`src/rtl/core/ujq_pkg.sv`:
```
`default_nettype none

package ujq_pkg;

    // Defaults for the top-level parameters
    localparam int DEPTH      = 8;
    localparam int ID_WIDTH   = 16;
    localparam int PAGE_WIDTH = 16;

    // Fixed widths of the stream fields
    localparam int FIELD_W     = 16;
    localparam int OCC_W       = 4;
    localparam int S_TDATA_W   = 40;
    localparam int M_TDATA_W   = 40;

    typedef enum logic [1:0] {
        OP_ADD    = 2'd0,
        OP_PRINT  = 2'd1,
        OP_CANCEL = 2'd2,
        OP_LIST   = 2'd3
    } op_t;

    typedef enum logic [1:0] {
        ST_OK    = 2'd0,
        ST_FULL  = 2'd1,
        ST_DUP   = 2'd2,
        ST_EMPTY = 2'd3
    } status_t;

    typedef enum logic [2:0] {
        S_IDLE,
        S_SCAN,
        S_RESP,
        S_PRINT,
        S_LIST_OUT,
        S_LIST_RD
    } state_t;

    // One result item from the sequencer to the output register
    typedef struct packed {
        logic               valid;
        status_t            status;
        logic [FIELD_W-1:0] id;
        logic [FIELD_W-1:0] pages;
        logic [OCC_W-1:0]   occ;
        logic               last;
    } res_t;

endpackage

`default_nettype wire

```
`src/rtl/core/ujq_mem.sv`:
```
`default_nettype none

module ujq_mem #(
    parameter int DEPTH = ujq_pkg::DEPTH,
    parameter int WIDTH = ujq_pkg::ID_WIDTH + ujq_pkg::PAGE_WIDTH,
    localparam int AW   = $clog2(DEPTH)
) (
    input  wire logic             aclk,
    input  wire logic             wr_en,
    input  wire logic [AW-1:0]    wr_addr,
    input  wire logic [WIDTH-1:0] wr_data,
    input  wire logic             rd_en,
    input  wire logic [AW-1:0]    rd_addr,
    output logic      [WIDTH-1:0] rd_data
);

    logic [WIDTH-1:0] mem [DEPTH];

    always_ff @(posedge aclk) begin
        if (wr_en) begin
            mem[wr_addr] <= wr_data;
        end
    end

    // read data holds until the next read
    always_ff @(posedge aclk) begin
        if (rd_en) begin
            rd_data <= mem[rd_addr];
        end
    end

endmodule

`default_nettype wire

```
`src/rtl/core/ujq_ctrl.sv`:
```
`default_nettype none

module ujq_ctrl #(
    parameter int DEPTH      = ujq_pkg::DEPTH,
    parameter int ID_WIDTH   = ujq_pkg::ID_WIDTH,
    parameter int PAGE_WIDTH = ujq_pkg::PAGE_WIDTH,
    localparam int PTR_W     = $clog2(DEPTH),
    localparam int MW        = ID_WIDTH + PAGE_WIDTH
) (
    input  wire logic                         aclk,
    input  wire logic                         aresetn,
    input  wire logic                         in_valid,
    output logic                              in_ready,
    input  wire ujq_pkg::op_t                 in_op,
    input  wire logic [ujq_pkg::FIELD_W-1:0]  in_id,
    input  wire logic [ujq_pkg::FIELD_W-1:0]  in_pages,
    output ujq_pkg::res_t                     res,
    input  wire logic                         res_ready,
    output logic                              mem_wr_en,
    output logic      [PTR_W-1:0]             mem_wr_addr,
    output logic      [MW-1:0]                mem_wr_data,
    output logic                              mem_rd_en,
    output logic      [PTR_W-1:0]             mem_rd_addr,
    input  wire logic [MW-1:0]                mem_rd_data
);

    localparam int CNT_W = $clog2(DEPTH + 1);
    localparam int SUM_W = CNT_W + 1;
    localparam int FW    = ujq_pkg::FIELD_W;
    localparam int OW    = ujq_pkg::OCC_W;

    ujq_pkg::state_t  state_reg, state_next;
    ujq_pkg::status_t status_reg, status_next;
    logic [PTR_W-1:0]      head_reg, head_next;
    logic [PTR_W-1:0]      tail_reg, tail_next;
    logic [CNT_W-1:0]      count_reg, count_next;
    logic [CNT_W-1:0]      idx_reg, idx_next;
    logic                  rd_last_reg, rd_last_next;
    logic [ID_WIDTH-1:0]   id_reg, id_next;
    logic [PAGE_WIDTH-1:0] pages_reg, pages_next;

    logic [ID_WIDTH-1:0]   rd_id;
    logic [PAGE_WIDTH-1:0] rd_pages;
    logic [ID_WIDTH-1:0]   in_id_m;
    logic [PAGE_WIDTH-1:0] in_pages_m;

    assign rd_id      = mem_rd_data[MW-1:PAGE_WIDTH];
    assign rd_pages   = mem_rd_data[PAGE_WIDTH-1:0];
    assign in_id_m    = ID_WIDTH'(in_id);
    assign in_pages_m = PAGE_WIDTH'(in_pages);

    // slot of the entry that lies off places after base
    function automatic logic [PTR_W-1:0] slot_of(input logic [PTR_W-1:0] base,
                                                 input logic [CNT_W-1:0] off);
        logic [SUM_W-1:0] sum;
        sum = SUM_W'(base) + SUM_W'(off);
        if (sum >= SUM_W'(DEPTH)) begin
            sum = sum - SUM_W'(DEPTH);
        end
        return PTR_W'(sum);
    endfunction

    always_ff @(posedge aclk) begin
        if (!aresetn) begin
            state_reg <= ujq_pkg::S_IDLE;
            head_reg  <= '0;
            tail_reg  <= PTR_W'(DEPTH - 1);
            count_reg <= '0;
        end else begin
            state_reg <= state_next;
            head_reg  <= head_next;
            tail_reg  <= tail_next;
            count_reg <= count_next;
        end
    end

    always_ff @(posedge aclk) begin
        status_reg  <= status_next;
        idx_reg     <= idx_next;
        rd_last_reg <= rd_last_next;
        id_reg      <= id_next;
        pages_reg   <= pages_next;
    end

    always_comb begin
        state_next   = state_reg;
        status_next  = status_reg;
        head_next    = head_reg;
        tail_next    = tail_reg;
        count_next   = count_reg;
        idx_next     = idx_reg;
        rd_last_next = rd_last_reg;
        id_next      = id_reg;
        pages_next   = pages_reg;

        in_ready    = 1'b0;
        mem_wr_en   = 1'b0;
        mem_wr_addr = slot_of(tail_reg, CNT_W'(1));
        mem_wr_data = {id_reg, pages_reg};
        mem_rd_en   = 1'b0;
        mem_rd_addr = head_reg;

        res.valid  = 1'b0;
        res.status = status_reg;
        res.id     = '0;
        res.pages  = '0;
        res.occ    = OW'(count_reg);
        res.last   = 1'b1;

        case (state_reg)
            ujq_pkg::S_IDLE: begin
                in_ready = 1'b1;
                if (in_valid) begin
                    id_next    = in_id_m;
                    pages_next = in_pages_m;
                    case (in_op)
                        ujq_pkg::OP_ADD: begin
                            if (count_reg == CNT_W'(DEPTH)) begin
                                status_next = ujq_pkg::ST_FULL;
                                state_next  = ujq_pkg::S_RESP;
                            end else if (count_reg == '0) begin
                                mem_wr_en   = 1'b1;
                                mem_wr_data = {in_id_m, in_pages_m};
                                tail_next   = mem_wr_addr;
                                count_next  = count_reg + CNT_W'(1);
                                status_next = ujq_pkg::ST_OK;
                                state_next  = ujq_pkg::S_RESP;
                            end else begin
                                mem_rd_en    = 1'b1;
                                idx_next     = CNT_W'(1);
                                rd_last_next = (count_reg == CNT_W'(1));
                                state_next   = ujq_pkg::S_SCAN;
                            end
                        end
                        ujq_pkg::OP_PRINT: begin
                            if (count_reg == '0) begin
                                status_next = ujq_pkg::ST_EMPTY;
                                state_next  = ujq_pkg::S_RESP;
                            end else begin
                                // pop now; the result shows the count after the pop
                                mem_rd_en  = 1'b1;
                                head_next  = slot_of(head_reg, CNT_W'(1));
                                count_next = count_reg - CNT_W'(1);
                                state_next = ujq_pkg::S_PRINT;
                            end
                        end
                        ujq_pkg::OP_CANCEL: begin
                            head_next   = '0;
                            tail_next   = PTR_W'(DEPTH - 1);
                            count_next  = '0;
                            status_next = ujq_pkg::ST_OK;
                            state_next  = ujq_pkg::S_RESP;
                        end
                        ujq_pkg::OP_LIST: begin
                            if (count_reg == '0) begin
                                status_next = ujq_pkg::ST_EMPTY;
                                state_next  = ujq_pkg::S_RESP;
                            end else begin
                                mem_rd_en   = 1'b1;
                                idx_next    = CNT_W'(1);
                                status_next = ujq_pkg::ST_OK;
                                state_next  = ujq_pkg::S_LIST_OUT;
                            end
                        end
                        default: begin
                            state_next = ujq_pkg::S_IDLE;
                        end
                    endcase
                end
            end

            // one read issued per cycle, the previous one compared
            ujq_pkg::S_SCAN: begin
                if (rd_id == id_reg) begin
                    status_next = ujq_pkg::ST_DUP;
                    state_next  = ujq_pkg::S_RESP;
                end else if (rd_last_reg) begin
                    mem_wr_en   = 1'b1;
                    tail_next   = mem_wr_addr;
                    count_next  = count_reg + CNT_W'(1);
                    status_next = ujq_pkg::ST_OK;
                    state_next  = ujq_pkg::S_RESP;
                end else begin
                    mem_rd_en    = 1'b1;
                    mem_rd_addr  = slot_of(head_reg, idx_reg);
                    idx_next     = idx_reg + CNT_W'(1);
                    rd_last_next = ((idx_reg + CNT_W'(1)) == count_reg);
                end
            end

            ujq_pkg::S_RESP: begin
                res.valid = 1'b1;
                if (res_ready) begin
                    state_next = ujq_pkg::S_IDLE;
                end
            end

            ujq_pkg::S_PRINT: begin
                res.valid  = 1'b1;
                res.status = ujq_pkg::ST_OK;
                res.id     = FW'(rd_id);
                res.pages  = FW'(rd_pages);
                if (res_ready) begin
                    state_next = ujq_pkg::S_IDLE;
                end
            end

            ujq_pkg::S_LIST_OUT: begin
                res.valid  = 1'b1;
                res.status = ujq_pkg::ST_OK;
                res.id     = FW'(rd_id);
                res.pages  = FW'(rd_pages);
                res.last   = (idx_reg == count_reg);
                if (res_ready) begin
                    if (idx_reg == count_reg) begin
                        state_next = ujq_pkg::S_IDLE;
                    end else begin
                        mem_rd_en   = 1'b1;
                        mem_rd_addr = slot_of(head_reg, idx_reg);
                        idx_next    = idx_reg + CNT_W'(1);
                        state_next  = ujq_pkg::S_LIST_RD;
                    end
                end
            end

            ujq_pkg::S_LIST_RD: begin
                state_next = ujq_pkg::S_LIST_OUT;
            end

            default: begin
                state_next = ujq_pkg::S_IDLE;
            end
        endcase
    end

endmodule

`default_nettype wire

```
`src/rtl/core/unique_id_circular_job_queue_core.sv`:
```
// Circular job queue with a duplicate-ID check.
// Input stream (s_*): one item per operation. s_tdata, from bit 0 up:
//   op[1:0] (0 add, 1 print, 2 cancel, 3 list), job_id[17:2], page_count[33:18].
// Result stream (m_*): status, out_id, out_pages, occupancy in m_tdata;
//   m_tlast marks the final result item of an operation. Every operation gives
//   at least one item; a list gives one per queued job, head to tail.
// Jobs are kept in a single synchronous RAM (ID and page count side by side);
// one sequencer handles one operation at a time and s_tready is high only
// while it is idle.
// From acceptance to the first result item in the output register:
//   cancel, full, empty, add to an empty queue, print: straight to a result.
//   add to a non-empty queue: first an ID search, one RAM read a cycle over the
//   queued jobs; a duplicate ends the search early.
//   list: each further item is read from the RAM after the one before is taken.
// The sequencer returns to idle before the next accept.
// Reset (aresetn low, synchronous) empties the queue; the RAM is not cleared.
// A stalled receiver holds the output register, and the sequencer waits.
`default_nettype none

module unique_id_circular_job_queue_core #(
    parameter int DEPTH      = ujq_pkg::DEPTH,
    parameter int ID_WIDTH   = ujq_pkg::ID_WIDTH,
    parameter int PAGE_WIDTH = ujq_pkg::PAGE_WIDTH
) (
    input  wire logic                           aclk,
    input  wire logic                           aresetn,
    input  wire logic                           s_tvalid,
    output logic                                s_tready,
    // op[1:0], job_id[17:2], page_count[33:18], zero[39:34]
    input  wire logic [ujq_pkg::S_TDATA_W-1:0]  s_tdata,
    output logic                                m_tvalid,
    input  wire logic                           m_tready,
    // status[1:0], out_id[17:2], out_pages[33:18], occupancy[37:34], zero[39:38]
    output logic      [ujq_pkg::M_TDATA_W-1:0]  m_tdata,
    output logic                                m_tlast
);

    localparam int PTR_W = $clog2(DEPTH);
    localparam int MW    = ID_WIDTH + PAGE_WIDTH;
    localparam int FW    = ujq_pkg::FIELD_W;
    localparam int OW    = ujq_pkg::OCC_W;
    localparam int PAD_W = ujq_pkg::M_TDATA_W - 2 - 2 * FW - OW;

    ujq_pkg::res_t res;
    logic          res_ready;

    logic             mem_wr_en;
    logic [PTR_W-1:0] mem_wr_addr;
    logic [MW-1:0]    mem_wr_data;
    logic             mem_rd_en;
    logic [PTR_W-1:0] mem_rd_addr;
    logic [MW-1:0]    mem_rd_data;

    logic                            m_tvalid_reg, m_tvalid_next;
    logic [ujq_pkg::M_TDATA_W-1:0]   m_tdata_reg;
    logic                            m_tlast_reg;

    ujq_ctrl #(
        .DEPTH      (DEPTH),
        .ID_WIDTH   (ID_WIDTH),
        .PAGE_WIDTH (PAGE_WIDTH)
    ) u_ctrl (
        .aclk        (aclk),
        .aresetn     (aresetn),
        .in_valid    (s_tvalid),
        .in_ready    (s_tready),
        .in_op       (ujq_pkg::op_t'(s_tdata[1:0])),
        .in_id       (s_tdata[FW+1:2]),
        .in_pages    (s_tdata[2*FW+1:FW+2]),
        .res         (res),
        .res_ready   (res_ready),
        .mem_wr_en   (mem_wr_en),
        .mem_wr_addr (mem_wr_addr),
        .mem_wr_data (mem_wr_data),
        .mem_rd_en   (mem_rd_en),
        .mem_rd_addr (mem_rd_addr),
        .mem_rd_data (mem_rd_data)
    );

    ujq_mem #(
        .DEPTH (DEPTH),
        .WIDTH (MW)
    ) u_mem (
        .aclk    (aclk),
        .wr_en   (mem_wr_en),
        .wr_addr (mem_wr_addr),
        .wr_data (mem_wr_data),
        .rd_en   (mem_rd_en),
        .rd_addr (mem_rd_addr),
        .rd_data (mem_rd_data)
    );

    // output register: takes an item whenever it is empty or being drained
    assign res_ready = !m_tvalid_reg || m_tready;

    always_comb begin
        m_tvalid_next = m_tvalid_reg;
        if (res_ready) begin
            m_tvalid_next = res.valid;
        end
    end

    always_ff @(posedge aclk) begin
        if (!aresetn) begin
            m_tvalid_reg <= 1'b0;
        end else begin
            m_tvalid_reg <= m_tvalid_next;
        end
    end

    always_ff @(posedge aclk) begin
        if (res.valid && res_ready) begin
            m_tdata_reg <= {{PAD_W{1'b0}}, res.occ, res.pages, res.id, res.status};
            m_tlast_reg <= res.last;
        end
    end

    assign m_tvalid = m_tvalid_reg;
    assign m_tdata  = m_tdata_reg;
    assign m_tlast  = m_tlast_reg;

endmodule

`default_nettype wire

```
`config.mk`:
```
export PLATFORM = sky130hd
export DESIGN_NAME = unique_id_circular_job_queue_core
export DESIGN_NICKNAME = d
export VERILOG_FILES = /design/src/rtl/core/ujq_pkg.sv /design/src/rtl/core/ujq_mem.sv /design/src/rtl/core/ujq_ctrl.sv /design/src/rtl/core/unique_id_circular_job_queue_core.sv
export SDC_FILE = /design/constraint.sdc
export NUM_CORES = 1
export LEC_CHECK = 0
export ABC_AREA = 1
export ABC_CLOCK_PERIOD_IN_PS = 6130
export BUFFER_PORTS_ARGS = -buffer_cell sky130_fd_sc_hd__clkbuf_2
export CORE_MARGIN = 5
export CORE_UTILIZATION = 56
export DETAILED_ROUTE_END_ITERATION = 6
export PLACE_DENSITY = 0.71
export SETUP_SLACK_MARGIN = 0.2
export SLEW_MARGIN = 20
export SYNTH_ARGS = -nofsm -noshare
export SYNTH_HDL_FRONTEND = slang
export SYNTH_SLANG_ARGS = --single-unit
```
`constraint.sdc`:
```
create_clock -name aclk -period 6.13 [get_ports aclk]
set_clock_uncertainty 0.2 [all_clocks]
set_input_delay 0.613 -clock aclk [delete_from_list [all_inputs] [get_ports aclk]]
set_output_delay 0.613 -clock aclk [all_outputs]
set_load 0.005 [all_outputs]
```
==> Word-level counts from Yosys, hierarchy flattened <==
Memory sizes are Yosys's and may differ from the RTL's. A register that Yosys moved wholly into a read port is not among the register bits.
Cells that the tools add are included.
Widths: inputs -> output; s select.
{ "word_totals": {"ramBits": 256, "out_inout_bits": 43, "reg_bits": 92, "input_bits": 44, "wordCells": 168, "mem_count": 1} }
{ "memory_table": {"columns": ["name", "depth", "word_bits", "read_ports", "rd_clocked_by_memory_dff", "write_ports", "line_no", "rtl"], "rows": [
  ["u_mem.mem", 8, 32, 1, 1, 1, "ujq_mem.sv:17", "logic [WIDTH-1:0] mem [DEPTH];"]
]} }
{ "classes": {"n_addsub": 9, "magnitude_cmp": 3, "mux": 87, "eq_ne": 33, "n_reduce_logical": 21} }
{ "ops": {"columns": ["op", "n"], "rows": [
  ["$mux 32", 5],
  ["$mux 3", 21],
  ["$mux 4", 13],
  ["$mux 1", 24],
  ["$pmux 3 s2", 4],
  ["$pmux 4 s3", 2],
  ["$ne 2x2->1 const B", 9],
  ["$eq 16x16->1", 1],
  ["$mux 2", 8],
  ["$pmux 4 s2", 2],
  ["$reduce_and 8->1", 2],
  ["$pmux 3 s5", 1],
  ["$ne 3x3->1 const B", 4],
  ["$pmux 3 s4", 1],
  ["$sub 3x1->3 const B", 3],
  ["$add 3x1->4 const B", 2],
  ["$add 4x1->4 const B", 2],
  ["$eq 4x4->1", 2],
  ["$ge 4x4->1 const B", 2],
  ["$pmux 2 s4", 1],
  ["$reduce_and 4->1", 2],
  ["$reduce_and 7->1", 1],
  ["$eq 3x2->1 const B", 2],
  ["$eq 3x3->1 const B", 2],
  ["other kinds (29)", 37]
]} }

==> Logic depth before layout (Yosys ltp) <==
{ "depth": {"ltp_word": 8, "ltp_mapped": 19, "depth_no_buf": 16} }

==> By module <==
From an unflattened synthesis, not the netlist that was laid out.
{ "hier_totals": {"hier_cells": 1703, "hier_area_um2": 17083.9} }
{ "by_module_without_submodules": {"columns": ["module", "instances", "area_each_um2", "cells_per_inst"], "rows": [
  ["ujq_mem", 1, 12192.9, 1156],
  ["ujq_ctrl", 1, 3649.8, 498],
  ["unique_id_circular_job_queue_core", 1, 1241.2, 49]
]} }

==> Least setup slack after synthesis <==
OpenSTA, ideal clock, no wires.
{ "synth_path": {"kind": "register to register", "from": "register u_ctrl.state_reg[2]", "to": "memory u_mem.mem[0][0] (netlist bit), enable pin", "setup_time_ns": 0.421, "t_required_ns": 5.509, "path_stages_with_launch": 9, "period_less_slack_ns": 4.859, "arrival_ns": 4.238, "path_slack_ns": 1.271, "n_path_buf": 1, "path_cell_list": "dfxtp_1 > nor2_1 > nand2_1 > nor2_1 > nand3_1 > buf_2 > nand2_1 > nand2_1 > nor2_1"} }
{ "synth_between": {"elab_chain_cells": 4, "elab_cells_between_ends": 5, "classes_between": "1 x eq/ne; 3 x mux; 1 x reduce/logical"} }
{ "synth_lines": {"columns": ["item", "line_no", "rtl"], "rows": [
  ["start: declaration", "ujq_ctrl.sv:32", "ujq_pkg::state_t state_reg, state_next;"],
  ["start signal: assignment", "ujq_ctrl.sv:65", "state_reg <= ujq_pkg::S_IDLE;"],
  ["start signal: assignment", "ujq_ctrl.sv:70", "state_reg <= state_next;"],
  ["$eq 3x1->1 or $logic_not 3->1 (tied branches)", "ujq_ctrl.sv:110", "case (state_reg)"],
  ["$pmux 1 s2 (*)", "ujq_ctrl.sv:110", null],
  ["$mux 1 (*)", "ujq_mem.sv:20", "if (wr_en) begin"],
  ["$mux 1 (implied by the code) (*)", "ujq_mem.sv:21", "mem[wr_addr] <= wr_data;"],
  ["end: declaration", "ujq_mem.sv:17", null]
]} }
Every way passes the cells marked *; elsewhere a longest branch is shown, timed or not.

==> Final worst setup path <==
{ "layout_path": {"from": "register u_mem.rd_data[16] (read register of u_mem.mem)", "to": "register u_mem.rd_data[29] (read register of u_mem.mem) (data pin)"} }
{ "layout_between": {"elab_chain_cells": 3, "elab_cells_between_ends": 5, "classes_between": "1 x eq/ne; 4 x mux"} }
{ "layout_lines": {"columns": ["item", "line_no", "rtl"], "rows": [
  ["start: declaration", "ujq_mem.sv:14", "output logic [WIDTH-1:0] rd_data"],
  ["$eq 16x16->1 (*)", "ujq_ctrl.sv:174", "if (rd_id == id_reg) begin"],
  ["$mux 1 or $mux 3 (tied branches)", "ujq_ctrl.sv:174", null],
  ["$pmux 1 s3 or $pmux 3 s2 (tied branches)", "ujq_ctrl.sv:110", null]
]} }
Marks and branches as above.
A chain may end at the register's enable or synchronous reset.

==> metrics.md <==
| Metric | Value |
|---|---|
| DIE AREA | 34,340 um^2 |
| Part of the cycle the worst path needs | 0.7235 |
| Met3 demand-to-capacity share in global routing | 0.03358 |
| Number of enable-type register cells in the synthesized netlist | 366 |
| Top delay family on crit path | simple AND/OR/NAND/NOR gates |
| Highest net fanout along the worst path | 95 |
| TritonCTS clock tree | done |
| Wire length reported by the detailed router | 36,610 um |
| Post-Place Worst Slack | 1711 ps |
| Diode count | 0 |
| Proportion of synthesized area in mux cells | 0.01047 |
| Total negative slack | 0 ps |
| ANT nets after route | 0 |
| Avg Vias per Cell | 5.253 |
| Maximum clock frequency | 225.5 MHz |
| Library cell with the largest summed area after synthesis | sky130_fd_sc_hd__edfxtp_1 |
| Cell chosen for the clock root | sky130_fd_sc_hd__clkbuf_16 |
| Min-Delay Path Class | primary input to register |
| Run status | completed |
| Worst Hold Margin | 69.82 ps |
| Vertical die dimension | 185.3 um |
| Pin count of the biggest net entering global routing | 96 |
| Number of buffers created by CTS | 41 |
| Largest incremental delay on the critical path | 1000 ps |
| First-pass GRT wire length | 58,080 um |
| Most area-consuming cells after synthesis | sky130_fd_sc_hd__edfxtp_1 64%, sky130_fd_sc_hd__nand2_1 8.8%, sky130_fd_sc_hd__nand3_1 8.0% |
| Main combinational cell family by area after synthesis | simple AND/OR/NAND/NOR gates |
| Post-route DRC | 0 |
| Fraction of registers with async set or reset after synthesis | 0 |
| Maximum Capacitance Violations | 0 |
| Slowest cell on the critical path | sky130_fd_sc_hd__nand2_4 |
| Setup repair after global routing missed its margin | no |
| Layer carrying the most global-route usage | met2 |
| Area fraction in and, or, nand and nor cells after synthesis | 0.1949 |
| Number of setup violations in the final report | 0 |
| Effective utilization at floorplan | 0.5642 |
| First-pass iteration count of the detailed router | 5 |
| Final net count | 1,821 |
| Fin. Hold Viols | 0 |
| Number of global-route vias before repair | 11,340 |
| CP Buf/Inv Count | 1 |
| Complex-gate fraction of the synthesized area | 0.02115 |
| Slew of the pin with the lowest slew margin | 1096 ps |
| CTS clock-pin slew for the worst setup and hold paths | 60 ps |
| Finished Layout Cells | 2,194 |
| Total placed cells including tap cells | 2,118 |
| Count of filler cells inserted in the layout | 2,319 |
| Yosys Warn Count | 0 |
| Worst slew margin | 0.2691 |
| Fin crit period | 4435 ps |
| Xor/xnor share of the synthesized area | 0.003562 |
| Crit Path Class | register to register |
| Total clock sinks | 380 |
| HPWL reported at the end of detailed placement | 20,530 um |
| Initial detailed-routing violation count | 924 |
| Synth unique cells | 37 |
| Global-route usage over all layers | 0.2141 |
| Portion of the post-synthesis area used by sequential elements | 0.6548 |
| Total of cells resized after clock tree synthesis | 0 |
| Data arrival time of the worst path | 4510 ps |
| CP startpoint kind | register |
| Hold-fix buffers, CTS | 0 |
| Worst EP required | 6200 ps |
| Pins Over Slew Limit | 0 |
| Commonest cells in the netlist | 403 x sky130_fd_sc_hd__nand2_1, 366 x sky130_fd_sc_hd__edfxtp_1, 345 x sky130_fd_sc_hd__inv_1 |
| Fraction of post-synthesis cell area in the top cell type by area | 0.6385 |
| Number of cells produced by synthesis | 1,698 |
| Setup crit end kind | register |
| Core region area | 30,510 um^2 |
| CP Cell Sequence | nand2_1, nand2_1, nor2_1, nand2_1, nor2_1, nand3_1, nand2_1, nand2_4, nand2_4, buf_4, nand2_1, nand3_1, nand2_1, nand2_1, nand2_1 |
| P&R area growth vs syn | 11.78% |
| Die X-Extent | 185.3 um |
| Ratio of cells with drive above 1 in the final layout | 0.1135 |
| Area share of fa/ha/maj cells after synthesis | 0.009159 |
| Overflow after GRT | 0 |
| Clock insertion delay at the later pin of the skew report | 530 ps |
| Vias | 11,530 |
| Initial antenna violation count | 0 |
| H-tree depth | 2 |
| Most common cell in the synthesized netlist | sky130_fd_sc_hd__nand2_1 |
| Dominant register cell in the synthesized netlist | sky130_fd_sc_hd__edfxtp_1 |
| Final routed wire length divided by cell count | 16.69 um |
| Final Worst Setup Slack | 1695 ps |
| Total power after layout | 9126 uW |
| Bufs on Longest Clock Path | 3 |
| Post-CTS setup buffers | 0 |
| Mean Syn Cell Area | 10.14 um^2 |
| Leakage power summed over all cells | 0.008505 uW |
| Worst VDD drop | 271.4 uV |
| #FFs+latches synth | 380 |
| Met2 usage | 0.3689 |
| PortBufs | 78 |
| Count of standard-cell rows | 64 |
| Max FFs per register | 256 |
| Met1 track utilization from global routing | 0.2807 |
| Placer Congestion | 0.8683 |
| Top cell by count, worst path | sky130_fd_sc_hd__nand2_1 |
| Netlist area before placement | 17,210 um^2 |
| Power Density | 474.3 nW/um^2 |
| Number of top-level pins | 87 |
==> layout make-up <==
class / count / area [um^2] / share of cell area
clock buffers: 53 / 1071 / 0.05567
inverters: 354 / 1333 / 0.06926
flip-flops and latches: 380 / 11270 / 0.5858
clock inverters: 23 / 301.5 / 0.01567
repair buffers: 97 / 553.0 / 0.02874
multi-input cells: 891 / 4215 / 0.2191
well taps: 396 / 495.5 / 0.02575
==> power breakdown <==
part	switching, uW	total, uW	internal (uW)
clock network	1000	2500	1500
logic	1970	2810	841
registers	179	3810	3630
total	3150	9130	5970
==> through the flow <==
step                      utilization  area (um^2)
final                          0.6306        19240
after floorplan                     -        17220
after CTS                      0.6306        19240
after detailed placement       0.5856        17870
after global placement         0.5847        17840
after global routing           0.6306        19240
==> routing by layer <==
layer	wire length, um	part of all wire
met5	0	0
met2	18010	0.49
met4	864	0.024
met3	2329	0.064
met1	15410	0.42
==> kinds of logic after synthesis <==
family / Yosys count
simple gates: 789
buf+inv: 428
flops: 380
compound gates: 65
mux: 16
fa+ha+maj: 12
xor+xnor: 7
other cells: 1
==> layout by cell type, fill, tap and decap left out, types with 16 or more instances in the layout <==
| cell | instances |
|---|---|
| sky130_fd_sc_hd__a21oi_1 | 35 |
| sky130_fd_sc_hd__buf_4 | 18 |
| sky130_fd_sc_hd__clkbuf_16 | 41 |
| sky130_fd_sc_hd__clkbuf_2 | 78 |
| sky130_fd_sc_hd__edfxtp_1 | 366 |
| sky130_fd_sc_hd__inv_1 | 344 |
| sky130_fd_sc_hd__mux2_2 | 16 |
| sky130_fd_sc_hd__nand2_1 | 403 |
| sky130_fd_sc_hd__nand3_1 | 274 |
| sky130_fd_sc_hd__nor2_1 | 78 |
| sky130_fd_sc_hd__o21ai_0 | 17 |
==> final timing paths <==
kind / startpoint / endpoint / slack, ps / depth (start not counted)
max: u_mem.rd_data[16]$_DFFE_PP_ / u_mem.rd_data[29]$_DFFE_PP_ / 1700 / 15
min: s_tdata[20] / u_ctrl.pages_reg[2]$_DFFE_PP_ / 70 / 1
max reg2reg: u_mem.rd_data[16]$_DFFE_PP_ / u_mem.rd_data[29]$_DFFE_PP_ / 1700 / 15
min reg2reg: u_ctrl.tail_reg[1]$_SDFFE_PN1P_ / u_ctrl.tail_reg[1]$_SDFFE_PN1P_ / 290 / 2
No activity file was read; power rests on OpenSTA's default activity.
